`src/hdl/fpa_ram.sv`:
```
`default_nettype none

module fpa_ram #(
  parameter int unsigned WIDTH = 8,
  parameter int unsigned DEPTH = 16
) (
  input  wire                       clk_i,
  input  wire                       we_i,
  input  wire  [$clog2(DEPTH)-1:0]  waddr_i,
  input  wire  [WIDTH-1:0]          wdata_i,
  input  wire                       re_i,
  input  wire  [$clog2(DEPTH)-1:0]  raddr_i,
  output logic [WIDTH-1:0]          rdata_o
);

  logic [WIDTH-1:0] mem_q [DEPTH];

  always_ff @(posedge clk_i) begin
    if (we_i) begin
      mem_q[waddr_i] <= wdata_i;
    end
    if (re_i) begin
      rdata_o <= mem_q[raddr_i];
    end
  end

endmodule

`default_nettype wire

```
`config.mk`:
```
export PLATFORM = sky130hd
export DESIGN_NAME = fpa_ram
export DESIGN_NICKNAME = d
export VERILOG_FILES = /design/src/hdl/fpa_ram.sv
export SDC_FILE = /design/constraint.sdc
export NUM_CORES = 1
export LEC_CHECK = 0
export ABC_AREA = 1
export BUFFER_PORTS_ARGS = -buffer_cell sky130_fd_sc_hd__buf_2
export CORE_ASPECT_RATIO = 0.8
export CORE_MARGIN = 2
export CORE_UTILIZATION = 66
export CTS_CLUSTER_DIAMETER = 60
export DETAILED_ROUTE_END_ITERATION = 16
export GPL_ROUTABILITY_DRIVEN = 0
export PLACE_DENSITY_LB_ADDON = 0.15
export SYNTH_ARGS = -nofsm -noshare
export SYNTH_HDL_FRONTEND = slang
export SYNTH_SLANG_ARGS = --single-unit
```
`constraint.sdc`:
```
create_clock -name clk_i -period 3.33 [get_ports clk_i]
set_clock_uncertainty 0.2 [all_clocks]
set_input_delay 0.666 -clock clk_i [delete_from_list [all_inputs] [get_ports clk_i]]
set_output_delay 0.666 -clock clk_i [all_outputs]
set_load 0.02 [all_outputs]
```
# Word level (Yosys, flattened, before mapping)
# Memory sizes are Yosys's and may differ from the RTL's. A register that Yosys moved wholly into a read port is not among the register bits.
# Cells that the tools add are included.
dict set report word_totals {
  regBits 0
  mem_bits_rw 128
  input_bits 19
  out_inout_bits 8
  wordCells 3
  mem_count 1
}
# memory depth word_bits rd rd_ports_with_merged_regs write_ports line_no
set memory_table {}
lappend memory_table {mem_q 16 8 1 1 1 16} ;# logic [WIDTH-1:0] mem_q [DEPTH];
dict set report op_classes {
  mux 2
}
# cell n
set ops {}
lappend ops {{$mux W1} 2}

# Logic depth before layout (Yosys ltp)
dict set report depth {
  depth_word 2
  ltp_mapped 8
  depth_no_buf 7
}

# Least setup slack after synthesis
# No wires, ideal clock.
dict set report synth_timing {
  path_kind {input to register}
  from {input waddr_i[2]}
  to {memory mem_q[10][0], enable pin}
  setup_time_ns 0.370
  arrival_ns 1.247
  required_ns 2.760
  path_slack_ns 1.513
  path_stages 2
  path_buffers 0
  cell_sequence {nand3b_1 > nor2_1}
}
# element line_no
set synth_rtl {}
lappend synth_rtl {{start: declaration} 9} ;# input wire [$clog2(DEPTH)-1:0] waddr_i,
lappend synth_rtl {{end: declaration} 16}
# No word-level cell before the write port.

==> impl_metrics.toml <==
[status]
status = "completed"

[synthesis]
synth.distinct_cells = 11
ys_async_sr_fraction = 0
ys_seq_area_frac = 0.698
synth-seq-cells = 136
synthTopCellsByArea = "edfxtp_1 (70%), nand2_1 (11%), nand3_1 (8.3%)"
synth_most_common_cell = "nand2_1"
syn_avg_cell_area_um2 = 10.6
synth_edf_count = 136
netlist_area_mm2 = 0.00585
synthFlopType = "edfxtp_1"
netlist_top_cells_count = "nand2_1 (173), edfxtp_1 (136), inv_1 (100), nand3_1 (97), nor2_1 (17)"
synth_largest_area_cell = "edfxtp_1"
synth_top_area_frac = 0.698
yosysWarnings = 0
syn_nets = 570
synthCells = 551

[finish]
design_area_mm2 = 0.00654
area_growth_pct = 11.9
layout-drive-gt1-share = 0.105
antennaDiodeCount = 0
nets = 595
instances_no_fill = 700

[job]
maxCapViolations = 0

[clocking]
clkTransAtPathRegs_ps = 60
cts_tree = "yes"
htreeDepth = 4
clk_path_buf_depth = 2
worstSkewPairLatency_ps = 520
root_buffer = "clkbuf_8"
hold_buffers = 0
numCtsBuffers = 17
cts_sinks = 136
post-cts-setup-buffers = 0
post_cts_resized = 0

[setup_path]
cp_max_fo = 33
r2r_slack_ps = 1860
crit_arrival_ps = 2290
r2r-start = "mem_q[9][4]"
worstRegToRegCells = 6
worstSetupPathType = "input pin to flip-flop"
r2r_end = "rdata_o[4]"
crit_required_ps = 3400
critPathLaunchType = "input pin"
endpoint_kind = "flip-flop"

[timing]
hold_viol = 0
worst_pin_slew_ps = 1010
slew_headroom = 0.322
tns_ps = 0
fin_crit_sh = 0.666
setup_ws_ps = 1110
fmax_mhz = 451
rsz0062_at_grt = "no"
setup_viol = 0
layout_min_cycle_time_ps = 2220
drv_slew = 0

[drt]
dr.pass1.iters = 6
viasPerCell = 5.85
drtIter0Drc = 668
wl_per_cell_um = 19.8
drt_wl_total_um = 13800
num_vias = 4097
drcViolationCount = 0
ant_nets = 0

[pwr]
p_per_area_mw_per_mm2 = 602
vdd_drop_max_uv = 508
leakage_nw = 2.83

[global_route]
grt_pass1_vias = 3937
grt_util_all_layers = 0.319
antenna_found_initial = 0
grt_pass1_wl_um = 21600
grt_max_degree = 65
grt_overflow = 0

[hold_path]
min_to = "rdata_o[0]"
min_from = "re_i"
whs_path_depth = 1
min_path_type = "input pin to flip-flop"

[floorplan]
dieHeight_um = 88.2
fp.dieArea_mm2 = 0.00963
rows = 30
core_area_mm2 = 0.00856
initial_utilization = 0.683
die_w_um = 109
ioPinCount = 27

[placed_design]
place_ws_ps = 630
postPlaceCellArea_mm2 = 0.00599
portBuffers = 26
placed_cells = 669
hpwl_um = 8110
[worst max-delay path: stages]
cell and delay, ps:
buf_2 560, inv_2 450, nand3_1 200, nand3_1 120, nand3_1 180, nand2_1 80
[cells by family (layout without fill, tap and decap cells)]
group,count (synthesis),in the layout,synth area share
simple gates,289,289,0.208
buf+inv,126,163,0.0939
flops,136,136,0.698
[worst max-delay path by stage]
| stage | from | endpoint | slack (ps) |
|---|---|---|---|
| floorplan | waddr_i[2] | mem_q[10][0] | 1510 |
| global placement | raddr_i[1] | rdata_o[4] | 710 |
| detailed placement | raddr_i[1] | rdata_o[4] | 630 |
| CTS | raddr_i[1] | rdata_o[4] | 1170 |
| global route | raddr_i[1] | rdata_o[6] | 1060 |
| finish | raddr_i[1] | rdata_o[4] | 1110 |
[stage by stage]
step	hold WS [ps]	total power (W)	util
5_1_grt	316	0.00402	0.764
3_5_place_dp	530	0.00221	0.700
6_report	317	0.00394	0.764
3_3_place_gp	521	0.00220	0.700
4_1_cts	316	0.00394	0.764
2_1_floorplan	483	0.00212	-
[registers in the layout (all words and copies together) (netlist names)]
register and flops:
mem_q 128, rdata_o 8
[final cells by class]
type / count / area, um^2
inverters: 102 / 383
well taps: 112 / 140
repair buffers: 30 / 173
fillers: 538 / 2020
flip-flops and latches: 136 / 4080
clock buffers: 18 / 418
clock inverters: 13 / 131
multi-input cells: 289 / 1210
[cell usage in the layout, fill, tap and decap left out]
cell and instances:
clkbuf_16 16, inv_6 1, clkbuf_8 1, clkinvlp_4 2, nor2_1 17, clkinv_2 6
nand2_1 173, nand3b_1 2, inv_2 2, bufinv_16 2, clkinv_4 2, inv_1 100
nand3_1 97, clkbuf_1 1, buf_4 3, edfxtp_1 136, buf_2 26, buf_12 1
[layer usage]
layer	GRT usage	share of wire
met5	0	0
met2	0.483	0.46
met1	0.445	0.38
met3	0.0960	0.13
met4	0.123	0.025
[where the power goes]
group          total [W]  switching [W]  internal [W]
combinational   0.000238       0.000177     0.0000607
sequential       0.00194      0.0000128       0.00193
clock            0.00176       0.000702       0.00106
total            0.00394       0.000892       0.00305
Power figures use the tool's default switching activity.
